`src/rtl/srd_pkg.sv`:
```
// Types and constants of the sprite run-length row decoder.
package srd_pkg;

  // Control byte fields.
  localparam logic [7:0] SKIP_FLAG  = 8'h80;
  localparam logic [7:0] SKIP_MASK  = 8'h7F;
  localparam logic [7:0] RUN_FLAG   = 8'h40;
  localparam logic [7:0] COUNT_MASK = 8'h3F;

  localparam logic [7:0] WIDTH_RESET = 8'd1;

  // Decoder mode, one-hot.
  typedef enum logic [2:0] {
    MODE_CTRL   = 3'b001,
    MODE_RUNVAL = 3'b010,
    MODE_RAW    = 3'b100
  } srd_mode_t;

  // One input request.
  typedef struct packed {
    logic [7:0] encoded_byte;
    logic       row_start;
  } srd_in_t;

  // One result request.
  typedef struct packed {
    logic       pixel_valid;
    logic [7:0] column;
    logic [7:0] pixel_index;
    logic       last_of_input;
    logic       row_complete;
    logic       byte_ignored;
  } srd_out_t;

  // Classified command from the front to the back: count results starting at column.
  typedef struct packed {
    logic       pixel_valid;
    logic [7:0] column;
    logic [7:0] pixel_index;
    logic [5:0] count;
    logic       row_complete;
    logic       byte_ignored;
  } srd_cmd_t;

endpackage

```
`src/rtl/srd_front.sv`:
```
// Front end: holds the row decode state and turns each byte into one command.
module srd_front (
  input  logic              clk,
  input  logic              rst_n,
  input  logic              cfg_we,
  input  logic [7:0]        cfg_wdata,
  input  logic              accept,
  input  srd_pkg::srd_in_t  in_data,
  output srd_pkg::srd_cmd_t cmd
);

  logic [7:0]         width_r;
  logic [7:0]         col_r, col_nxt;
  srd_pkg::srd_mode_t mode_r, mode_nxt;
  logic [5:0]         cnt_r, cnt_nxt;
  logic               fin_r, fin_nxt;

  logic [7:0]         col0;
  srd_pkg::srd_mode_t mode0;
  logic [5:0]         cnt0;
  logic               fin0;
  logic [7:0]         b;
  logic [7:0]         avail;
  logic [5:0]         run_n;
  logic [8:0]         skip_sum;
  logic [7:0]         col1;

  // Frame width register; the user must write it only while the block is idle, the block itself does not enforce it.
  always_ff @(posedge clk) begin
    if (!rst_n) begin
      width_r <= srd_pkg::WIDTH_RESET;
    end else if (cfg_we) begin
      width_r <= cfg_wdata;
    end
  end

  // Classify the byte against the current state.
  always_comb begin
    b    = in_data.encoded_byte;
    col0 = in_data.row_start ? 8'd0 : col_r;
    mode0 = in_data.row_start ? srd_pkg::MODE_CTRL : mode_r;
    cnt0 = in_data.row_start ? 6'd0 : cnt_r;
    fin0 = in_data.row_start ? 1'b0 : fin_r;
    // A column already at the edge closes the row before the byte is used.
    if (!fin0 && (col0 >= width_r)) begin
      fin0  = 1'b1;
      mode0 = srd_pkg::MODE_CTRL;
      cnt0  = 6'd0;
    end

    avail    = width_r - col0;
    run_n    = ({2'b00, cnt0} < avail) ? cnt0 : avail[5:0];
    skip_sum = {1'b0, col0} + {2'b00, b[6:0] & srd_pkg::SKIP_MASK[6:0]};
    col1     = col0;

    col_nxt  = col0;
    mode_nxt = mode0;
    cnt_nxt  = cnt0;
    fin_nxt  = fin0;

    cmd.pixel_valid  = 1'b0;
    cmd.column       = col0;
    cmd.pixel_index  = 8'd0;
    cmd.count        = 6'd1;
    cmd.row_complete = fin0;
    cmd.byte_ignored = 1'b0;

    if (fin0) begin
      cmd.byte_ignored = 1'b1;
    end else begin
      case (mode0)
        srd_pkg::MODE_RUNVAL: begin
          col1     = col0 + {2'b00, run_n};
          mode_nxt = srd_pkg::MODE_CTRL;
          cnt_nxt  = 6'd0;
          if (run_n != 6'd0) begin
            cmd.pixel_valid = 1'b1;
            cmd.pixel_index = b;
            cmd.count       = run_n;
          end else begin
            cmd.column = col1;
          end
        end
        srd_pkg::MODE_RAW: begin
          col1            = col0 + 8'd1;
          cnt_nxt         = cnt0 - 6'd1;
          mode_nxt        = (cnt_nxt == 6'd0) ? srd_pkg::MODE_CTRL : srd_pkg::MODE_RAW;
          cmd.pixel_valid = 1'b1;
          cmd.pixel_index = b;
        end
        default: begin
          if ((b & srd_pkg::SKIP_FLAG) != 8'd0) begin
            col1     = (skip_sum > {1'b0, width_r}) ? width_r : skip_sum[7:0];
            mode_nxt = srd_pkg::MODE_CTRL;
          end else if ((b & srd_pkg::RUN_FLAG) != 8'd0) begin
            mode_nxt = srd_pkg::MODE_RUNVAL;
            cnt_nxt  = b[5:0] & srd_pkg::COUNT_MASK[5:0];
          end else begin
            cnt_nxt  = b[5:0] & srd_pkg::COUNT_MASK[5:0];
            mode_nxt = (cnt_nxt != 6'd0) ? srd_pkg::MODE_RAW : srd_pkg::MODE_CTRL;
          end
          cmd.column = col1;
        end
      endcase
      col_nxt = col1;
      // Reaching the edge completes the row and drops any pending raw bytes.
      if (col1 >= width_r) begin
        fin_nxt  = 1'b1;
        mode_nxt = srd_pkg::MODE_CTRL;
        cnt_nxt  = 6'd0;
      end
      cmd.row_complete = fin_nxt;
    end
  end

  // Decode state registers.
  always_ff @(posedge clk) begin
    if (!rst_n) begin
      col_r  <= 8'd0;
      mode_r <= srd_pkg::MODE_CTRL;
      cnt_r  <= 6'd0;
      fin_r  <= 1'b1;
    end else if (accept) begin
      col_r  <= col_nxt;
      mode_r <= mode_nxt;
      cnt_r  <= cnt_nxt;
      fin_r  <= fin_nxt;
    end
  end

endmodule

```
`src/rtl/srd_cmd_fifo.sv`:
```
// Short command queue between the front and the back.
module srd_cmd_fifo #(
  parameter int Depth = 2
) (
  input  logic              clk,
  input  logic              rst_n,
  input  logic              push,
  input  srd_pkg::srd_cmd_t push_data,
  output logic              full,
  input  logic              pop,
  output logic              not_empty,
  output srd_pkg::srd_cmd_t head
);

  localparam int PtrW = (Depth > 1) ? $clog2(Depth) : 1;
  localparam int CntW = $clog2(Depth + 1);
  localparam logic [PtrW-1:0] LastPtr = PtrW'(Depth - 1);

  srd_pkg::srd_cmd_t mem_r [Depth];
  logic [PtrW-1:0]   wr_ptr_r, rd_ptr_r;
  logic [CntW-1:0]   count_r;
  logic              do_push, do_pop;

  assign full      = (count_r == CntW'(Depth));
  assign not_empty = (count_r != '0);
  assign head      = mem_r[rd_ptr_r];
  assign do_push   = push && !full;
  assign do_pop    = pop && not_empty;

  // Entry storage.
  always_ff @(posedge clk) begin
    if (do_push) begin
      mem_r[wr_ptr_r] <= push_data;
    end
  end

  // Pointers and fill count.
  always_ff @(posedge clk) begin
    if (!rst_n) begin
      wr_ptr_r <= '0;
      rd_ptr_r <= '0;
      count_r  <= '0;
    end else begin
      if (do_push) begin
        wr_ptr_r <= (wr_ptr_r == LastPtr) ? '0 : wr_ptr_r + 1'b1;
      end
      if (do_pop) begin
        rd_ptr_r <= (rd_ptr_r == LastPtr) ? '0 : rd_ptr_r + 1'b1;
      end
      if (do_push && !do_pop) begin
        count_r <= count_r + 1'b1;
      end else if (do_pop && !do_push) begin
        count_r <= count_r - 1'b1;
      end
    end
  end

endmodule

```
`src/rtl/srd_back.sv`:
```
// Back end: expands each command into results, one per cycle while the output register is free or popped.
module srd_back (
  input  logic              clk,
  input  logic              rst_n,
  input  logic              cmd_valid,
  input  srd_pkg::srd_cmd_t cmd,
  output logic              cmd_pop,
  output logic              out_empty,
  input  logic              out_pop,
  output srd_pkg::srd_out_t out_data
);

  logic              out_valid_r, out_valid_nxt;
  srd_pkg::srd_out_t out_data_r;
  logic [5:0]        beat_r, beat_nxt;
  logic              load;
  logic              last_beat;

  assign out_empty = !out_valid_r;
  assign out_data  = out_data_r;
  assign load      = cmd_valid && (!out_valid_r || out_pop);
  assign last_beat = (beat_r == (cmd.count - 6'd1));
  assign cmd_pop   = load && last_beat;

  // Next beat and output occupancy.
  always_comb begin
    beat_nxt      = beat_r;
    out_valid_nxt = out_valid_r;
    if (load) begin
      beat_nxt      = last_beat ? 6'd0 : beat_r + 6'd1;
      out_valid_nxt = 1'b1;
    end else if (out_pop) begin
      out_valid_nxt = 1'b0;
    end
  end

  // Control registers.
  always_ff @(posedge clk) begin
    if (!rst_n) begin
      out_valid_r <= 1'b0;
      beat_r      <= 6'd0;
    end else begin
      out_valid_r <= out_valid_nxt;
      beat_r      <= beat_nxt;
    end
  end

  // Result payload register.
  always_ff @(posedge clk) begin
    if (load) begin
      out_data_r.pixel_valid   <= cmd.pixel_valid;
      out_data_r.column        <= cmd.column + {2'b00, beat_r};
      out_data_r.pixel_index   <= cmd.pixel_index;
      out_data_r.last_of_input <= last_beat;
      out_data_r.row_complete  <= cmd.row_complete;
      out_data_r.byte_ignored  <= cmd.byte_ignored;
    end
  end

endmodule

```
`src/rtl/sprite_rle_row_decoder_core.sv`:
```
// An accepted byte becomes a command in the command queue, which the back end expands into the output register.
// Throughput: one byte per cycle; a run value byte of n pixels occupies the
// back-end expander for n results, and the input stalls once the command queue fills.
// Reset (synchronous, rst_n low): frame width 1, column 0, expecting a control byte,
// row complete until a row start; queue and output register empty.
module sprite_rle_row_decoder_core #(
  parameter int CmdDepth = 2
) (
  input  logic              clk,
  input  logic              rst_n,
  input  logic              cfg_we,
  input  logic [7:0]        cfg_wdata,
  input  logic              in_push,
  output logic              in_full,
  input  srd_pkg::srd_in_t  in_data,
  output logic              out_empty,
  input  logic              out_pop,
  output srd_pkg::srd_out_t out_data
);

  srd_pkg::srd_cmd_t front_cmd;
  srd_pkg::srd_cmd_t head_cmd;
  logic              accept;
  logic              cmd_valid;
  logic              cmd_pop;

  assign accept = in_push && !in_full;

  // Byte classifier and decode state.
  srd_front u_front (
    .clk       (clk),
    .rst_n     (rst_n),
    .cfg_we    (cfg_we),
    .cfg_wdata (cfg_wdata),
    .accept    (accept),
    .in_data   (in_data),
    .cmd       (front_cmd)
  );

  // Command queue.
  srd_cmd_fifo #(
    .Depth (CmdDepth)
  ) u_fifo (
    .clk       (clk),
    .rst_n     (rst_n),
    .push      (accept),
    .push_data (front_cmd),
    .full      (in_full),
    .pop       (cmd_pop),
    .not_empty (cmd_valid),
    .head      (head_cmd)
  );

  // Run expander and output register.
  srd_back u_back (
    .clk       (clk),
    .rst_n     (rst_n),
    .cmd_valid (cmd_valid),
    .cmd       (head_cmd),
    .cmd_pop   (cmd_pop),
    .out_empty (out_empty),
    .out_pop   (out_pop),
    .out_data  (out_data)
  );

endmodule

```
`config.mk`:
```
export PLATFORM = sky130hd
export DESIGN_NAME = sprite_rle_row_decoder_core
export DESIGN_NICKNAME = d
export VERILOG_FILES = /design/src/rtl/srd_pkg.sv /design/src/rtl/srd_front.sv /design/src/rtl/srd_cmd_fifo.sv /design/src/rtl/srd_back.sv /design/src/rtl/sprite_rle_row_decoder_core.sv
export SDC_FILE = /design/constraint.sdc
export NUM_CORES = 1
export LEC_CHECK = 0
export ABC_AREA = 1
export BUFFER_PORTS_ARGS = -buffer_cell sky130_fd_sc_hd__buf_4
export CELL_PAD_IN_SITES_DETAIL_PLACEMENT = 1
export CELL_PAD_IN_SITES_GLOBAL_PLACEMENT = 1
export CORE_AREA = 2 2 130 132
export CTS_BUF_LIST = sky130_fd_sc_hd__clkbuf_8
export DETAILED_ROUTE_END_ITERATION = 8
export DIE_AREA = 0 0 132 134
export PLACE_DENSITY_LB_ADDON = 0.08
export SKIP_CTS_REPAIR_TIMING = 1
export SYNTH_ARGS = -nofsm -noshare
export SYNTH_HDL_FRONTEND = slang
export SYNTH_SLANG_ARGS = --single-unit
```
`constraint.sdc`:
```
create_clock -name clk -period 6.7 [get_ports clk]
set_clock_uncertainty 0.1 [all_clocks]
set_input_delay 0.335 -clock clk [delete_from_list [all_inputs] [get_ports clk]]
set_output_delay 0.335 -clock clk [all_outputs]
set_load 0.02 [all_outputs]
```
-- After elaboration in Yosys (flattened, before gate mapping)
Memory sizes are Yosys's and may differ from the RTL's. A register that Yosys moved wholly into a read port is not among the register bits.
Index checks and enable logic that the tools add are counted.
- register bits: 57
- word-level logic and storage cells: 103
- memory bits (writable): 50
- input port bits: 22
- memories: 1
- output and inout bits: 22
- $add $sub $neg: 12
- equal/unequal tests: 4
- order comparisons: 4
- reduce and logical (&&, ||, !) cells: 20
- multiplexer cells: 46
- memory list (memory ; words ; bits a word ; read ports ; clocked after Yosys merged registers in ; wr ports ; line ; text):
    u_fifo.mem_r ; 2 ; 25 ; 1 ; 1 ; 1 ; srd_cmd_fifo.sv:19 ; srd_pkg::srd_cmd_t mem_r [Depth];
- operators by type and width (cell ; count):
    6-bit two-way mux ; 8
    8-bit two-way mux ; 6
    8-bit case mux with 2 select lines ; 3
    24-bit two-way mux ; 1
    3-bit two-way mux ; 8
    8-bit by 6-bit adder with 8-bit output ; 2
    8-bit >= comparator ; 2
    1-bit two-way mux ; 14
    14-bit two-way mux ; 1
    6-bit case mux with 2 select lines ; 1
    6-bit nonzero test ; 2
    6-bit by 1-bit subtractor with 6-bit output (second input constant) ; 2
    8-bit by 7-bit adder with 9-bit output ; 1
    9-bit by 8-bit greater-than comparator with 1-bit output ; 1
    8-bit by 1-bit adder with 8-bit output (second input constant) ; 1
    1-bit logical AND ; 8
    6-bit by 8-bit less-than comparator with 1-bit output ; 1
    8-bit subtractor ; 1
    6-bit by 1-bit adder with 6-bit output (second input constant) ; 1
    6-bit equality test ; 1
    6-bit zero test ; 1
    3-bit case mux with 2 select lines ; 1
    2-bit nonzero test ; 3
    1-bit zero test ; 5
    9 further kinds ; 11

-- Logic depth before layout (Yosys ltp)
- depth after elaboration: 12
- mapped depth: 45
- depth with buffers taken out: 45

-- Cells and area by module
From an unflattened synthesis, not the netlist that was laid out.
- cells, all modules: 888
- area, all modules: 7429.6 um^2
- modules (own cells, without submodules) (module ; seq. area each (um^2) ; area an instance (um^2) ; instances ; cells each):
    srd_front ; 520.5 ; 3873.7 ; 1 ; 623
    srd_cmd_fifo ; 1601.5 ; 2154.6 ; 1 ; 115
    srd_back ; 740.7 ; 1391.3 ; 1 ; 148
    sprite_rle_row_decoder_core ; 0.0 ; 10.0 ; 1 ; 2

-- Worst setup path before layout
OpenSTA, ideal clock, no wires.
- path type: reg2reg
- start: register u_front.col_r[1]
- end: register u_front.cnt_r[5]
- stages on the path, launching flop included: 40
- data arrival time: 5.681 ns
- clock period less this slack: 5.852 ns
- path buffers: 1
- slack: 0.848 ns
- library setup time: 0.071 ns
- data required time: 6.529 ns
- cells stage by stage: dfxtp_1 inv_1 nor2_1 inv_1 fa_1 nand2_1 nand2_1 nand3_1 nand2_1 nand2_2 nand2_4 nand3_1 inv_1 ha_1 a21oi_1 nand2_1 nand2_2 buf_6 [4 not listed] fa_1 nand3b_1 and2_1 inv_1 a21oi_1 o21ai_0 xor2_1 o22ai_1 o21bai_1 ha_1 nand2_1 nor2_1 nand4_1 o2111a_1 nand2_1 nor2_1 o211ai_1 a21oi_1
- cells in the longest elaborated chain, start to end: 12
- elaborated cells on any way between the ends: 25
- classes of those cells: add/sub (5); order compare (4); eq/ne (2); mux (13); reduce/logical (1)
- RTL lines (what ; line ; text):
    start, declared ; srd_front.sv:13 ; logic [7:0] col_r, col_nxt;
    start signal, assigned ; srd_front.sv:124 ; col_r <= col_nxt;
    8-bit two-way mux (*) ; srd_front.sv:40 ; col0 = in_data.row_start ? 8'd0 : col_r;
    8-bit >= comparator ; srd_front.sv:45 ; if (!fin0 && (col0 >= width_r)) begin
    1-bit logical AND ; srd_front.sv:45 ;
    6-bit two-way mux ; srd_front.sv:45 ;
    6-bit by 8-bit less-than comparator with 1-bit output ; srd_front.sv:52 ; run_n = ({2'b00, cnt0} < avail) ? cnt0 : avail[5:0];
    6-bit two-way mux ; srd_front.sv:52 ;
    8-bit by 6-bit adder with 8-bit output ; srd_front.sv:73 ; col1 = col0 + {2'b00, run_n};
    8-bit case mux with 2 select lines ; srd_front.sv:71 ; case (mode0)
    8-bit two-way mux ; srd_front.sv:68 ; if (fin0) begin
    8-bit >= comparator ; srd_front.sv:107 ; if (col1 >= width_r) begin
    6-bit two-way mux ; srd_front.sv:107 ;
    6-bit two-way mux (*) ; srd_front.sv:68 ;
    end signal, assigned ; srd_front.sv:126 ; cnt_r <= cnt_nxt;
    end, declared ; srd_front.sv:15 ; logic [5:0] cnt_r, cnt_nxt;
Mark *: on every way between the ends. The rest lies on a longest branch, timed or not. The select of a mux whose other input is x is not followed.
A chain may end at the register's enable or synchronous reset.

-- Worst setup path in the final report
- start: register u_front.col_r[0]
- end: register u_front.mode_r[1]
- cells in the longest elaborated chain, start to end: 12
- elaborated cells on any way between the ends: 23
- classes of those cells: add/sub (4); order compare (4); eq/ne (2); mux (12); reduce/logical (1)
- RTL lines (what ; line ; text):
    8-bit two-way mux (*) ; srd_front.sv:40 ;
    8-bit >= comparator ; srd_front.sv:45 ;
    1-bit logical AND ; srd_front.sv:45 ;
    6-bit two-way mux ; srd_front.sv:45 ;
    6-bit by 8-bit less-than comparator with 1-bit output ; srd_front.sv:52 ;
    6-bit two-way mux ; srd_front.sv:52 ;
    8-bit by 6-bit adder with 8-bit output ; srd_front.sv:73 ;
    8-bit case mux with 2 select lines ; srd_front.sv:71 ;
    8-bit two-way mux ; srd_front.sv:68 ;
    8-bit >= comparator ; srd_front.sv:107 ;
    3-bit two-way mux ; srd_front.sv:107 ;
    3-bit two-way mux (*) ; srd_front.sv:68 ;
    end signal, assigned ; srd_front.sv:120 ; mode_r <= srd_pkg::MODE_CTRL;
    end signal, assigned ; srd_front.sv:125 ; mode_r <= mode_nxt;
    end, declared ; srd_front.sv:14 ; srd_pkg::srd_mode_t mode_r, mode_nxt;
Marks and branches as above.

==> metrics <==
status finished clean; ys async rst share 0; vias in the first global route between 6k and 7k; Placed Area between 7000 and 8000 um^2; Cell Rows 47; Sw Ratio 0.380; met3 WL roughly 800 um; combinational power share 0.359; critical path arrival about 6.4 ns; syn avg cell area between 8 and 9 um^2; reg-to-reg endpoint u_front.mode_r[1]; GPL Wtd Cong between 0.9 and 1; final hold violations 0; max cap viols 0; CTS tree built; Max clock buf depth 2; path type of the worst setup path flop to flop; Area Overhead vs Synth 12.8%; clk sinks between 100 and 150; Final ANT Viol Nets 0; most frequent cell after synthesis nand2_1; GRT Residual Overflow 0; CP startpoint kind flop; Ys Warns 0; DRT iter0 DRCs 340; H-tree depth reported by CTS 3; die height roughly 130 um; Post-Layout Cell Count 1136; Max Fclk 161 MHz; Reg power frac 0.440; sequential-to-total area share from yosys stat 0.397; FF-to-FF path depth 39; Die W 132 um; minimum clock period between 6 and 7 ns; Avg WL per Cell approximately 19 um; # nets final 991; Via Count about 6.1k; dpl hpwl 17400 um; diodes inserted 0; number of synthesized flops with an enable pin 70; hold crit path type primary input to flop; unique cell type count in the Yosys netlist 50; global-route wire length before repair 34300 um; Met1 Routed Length 9730 um; LEAKAGE between 3 and 4 nW; Mapped Area between 7000 and 8000 um^2; Crit-path slowest cell fa_1; Setup WS pre-CTS about 0.053 ns; flop-to-flop setup slack just under 0.5 ns; Core Box Area between 15000 and 20000 um^2; Peak VDD IR ~0.11 mV; CTS Buf Count 9; Reg clk slew, reported paths between 0.1 and 0.15 ns; worst setup path endpoint u_front.mode_r[1]; Final WS setup ~0.49 ns; Slew @ Worst Pin 0.684 ns; share of cells above drive strength 1 0.167; Yosys reg bits ~110; PwrDens about 240 nW/um^2; R2R Path Start u_front.col_r[0]; initial antenna violation count 0; Synth Flop Type edfxtp_1; synth cell count leaders nand2_1, inv_1, a21oi_1, edfxtp_1, o21ai_0; Critical Path RT between 6 and 7 ns; P_int approximately 0.0012 W; Max Used Layer met4; critical path capture point type flop; drt via density around 5.3; gr usage total 0.251; Clock Root Buffer clkbuf_8; largest net degree at the start of global routing 28; Final setup viols 0; dominant cells by area after synthesis edfxtp_1, dfxtp_1, ha_1, nand2_1, inv_1; worst-path fanout max 10; total wire length between 20000 and 25000 um; Top-Level Pins between 40 and 50; First-pass DRT Iterations 4; relative slew slack 0.543; drt drc 0; Syn Nets 931; Initial Util 0.443; Critical path origin u_front.col_r[0]; Design Area, Final approximately 8000 um^2; clock share of power 0.201; port bufs 43; P_sw around 0.00075 W; slowest cell delay on critical path around 0.40 ns; Slew Viols, Final 0; Post-Synthesis Cells roughly 850; proportion of netlist area held by the largest area contributor 0.291; fin crit share 0.927; routed wl met2 about 10000 um; largest area contributor in the netlist edfxtp_1; Clk Latency, worst-skew pair approximately 0.38 ns; placed cells 1118; Die ar. 17700 um^2; fin util 0.500; most frequent CP cell nand2_1
## routing by layer
layer | global-route usage | up-vias
met5 | 0 | -
met4 | 0.115 | 0
met3 | 0.0423 | 42
met2 | 0.417 | 137
met1 | 0.322 | 2898
li1 | - | 2984
## registers in the layout, indices dropped and copies added (netlist names), named ones only
signal and flops:
u_fifo.rd_ptr_r 1, u_front.fin_r 1, u_fifo.wr_ptr_r 1, u_back.out_data 20
u_front.cnt_r 6, u_fifo.mem_r 50, u_back.out_valid_r 1, u_front.col_r 8
u_fifo.count_r 2, u_back.beat_r 6, u_front.mode_r 3, u_front.width_r 8
## worst min-delay path by stage
stage                      start            endpoint  slack [ns]  depth (start not counted)
4_1_cts                   cfg_we  u_front.width_r[0]        0.02                          2
3_5_place_dp    u_front.cnt_r[0]    u_front.cnt_r[0]        0.36                          2
6_report                  cfg_we  u_front.width_r[0]        0.04                          2
5_1_grt                   cfg_we  u_front.width_r[0]        0.04                          2
3_3_place_gp   u_front.mode_r[0]   u_front.mode_r[0]        0.35                          2
2_1_floorplan  u_front.mode_r[0]   u_front.mode_r[0]        0.34                          2
## power groups by stage
stage                     Clock, W  Sequential (W)  Combinational [W]
after global placement           0        0.000872           0.000678
after CTS                 0.000409        0.000863           0.000702
after floorplan                  0        0.000912           0.000424
after global routing      0.000433        0.000873           0.000786
after detailed placement         0        0.000877           0.000697
final                     0.000395        0.000862           0.000704
## worst max-delay path: cells and delay by family (launching register included)
| kind | cells | cell delay [ns] |
|---|---|---|
| AO/OA/AOI/OAI | 7 | 1.04 |
| flip-flops | 1 | 0.38 |
| buffers and inverters | 6 | 0.47 |
| adder cells (fa/ha/maj) | 6 | 1.74 |
| AND/OR/NAND/NOR | 19 | 2.14 |
| XOR/XNOR | 1 | 0.23 |
## cells by family (layout without fill, tap and decap cells)
| group | Yosys count | after routing | synth area share |
|---|---|---|---|
| AND/OR/NAND/NOR | 319 | 319 | 0.210 |
| multiplexers | 23 | 23 | 0.0347 |
| buffers and inverters | 134 | 199 | 0.0780 |
| flip-flops | 108 | 108 | 0.397 |
| adder cells (fa/ha/maj) | 58 | 58 | 0.105 |
| XOR/XNOR | 39 | 39 | 0.0473 |
| AO/OA/AOI/OAI | 170 | 170 | 0.128 |
## layout by cell type (no fill, tap or decap), types with 9 or more instances in the layout
cell type,synthesis,final
nand2_1,170,169
inv_1,110,109
a21oi_1,79,78
buf_4,2,73
edfxtp_1,70,70
o21ai_0,57,56
ha_1,54,53
nand3_1,51,50
nor2_1,45,41
dfxtp_1,38,38
xor2_1,28,28
mux2_2,16,16
nor2_2,11,14
xnor2_1,11,11
clkbuf_8,1,9
## cell type report
class,instances,area (um^2)
fillers,1966,8150
multi-input cells,609,3840
flip-flops and latches,108,2860
repair buffers,73,548
inverters,110,413
well taps,220,275
clock buffers,9,124
clock inverters,7,73.8
## metrics by stage
stage	hold WS (ns)	TNS, ns	power [W]
2_1_floorplan	0.340	0	0.00134
3_3_place_gp	0.353	0	0.00155
3_5_place_dp	0.360	0	0.00157
4_1_cts	0.0249	0	0.00197
5_1_grt	0.0373	-0.00873	0.00209
6_report	0.0428	0	0.00196
Note: power is estimated with default switching activity, not from simulation.
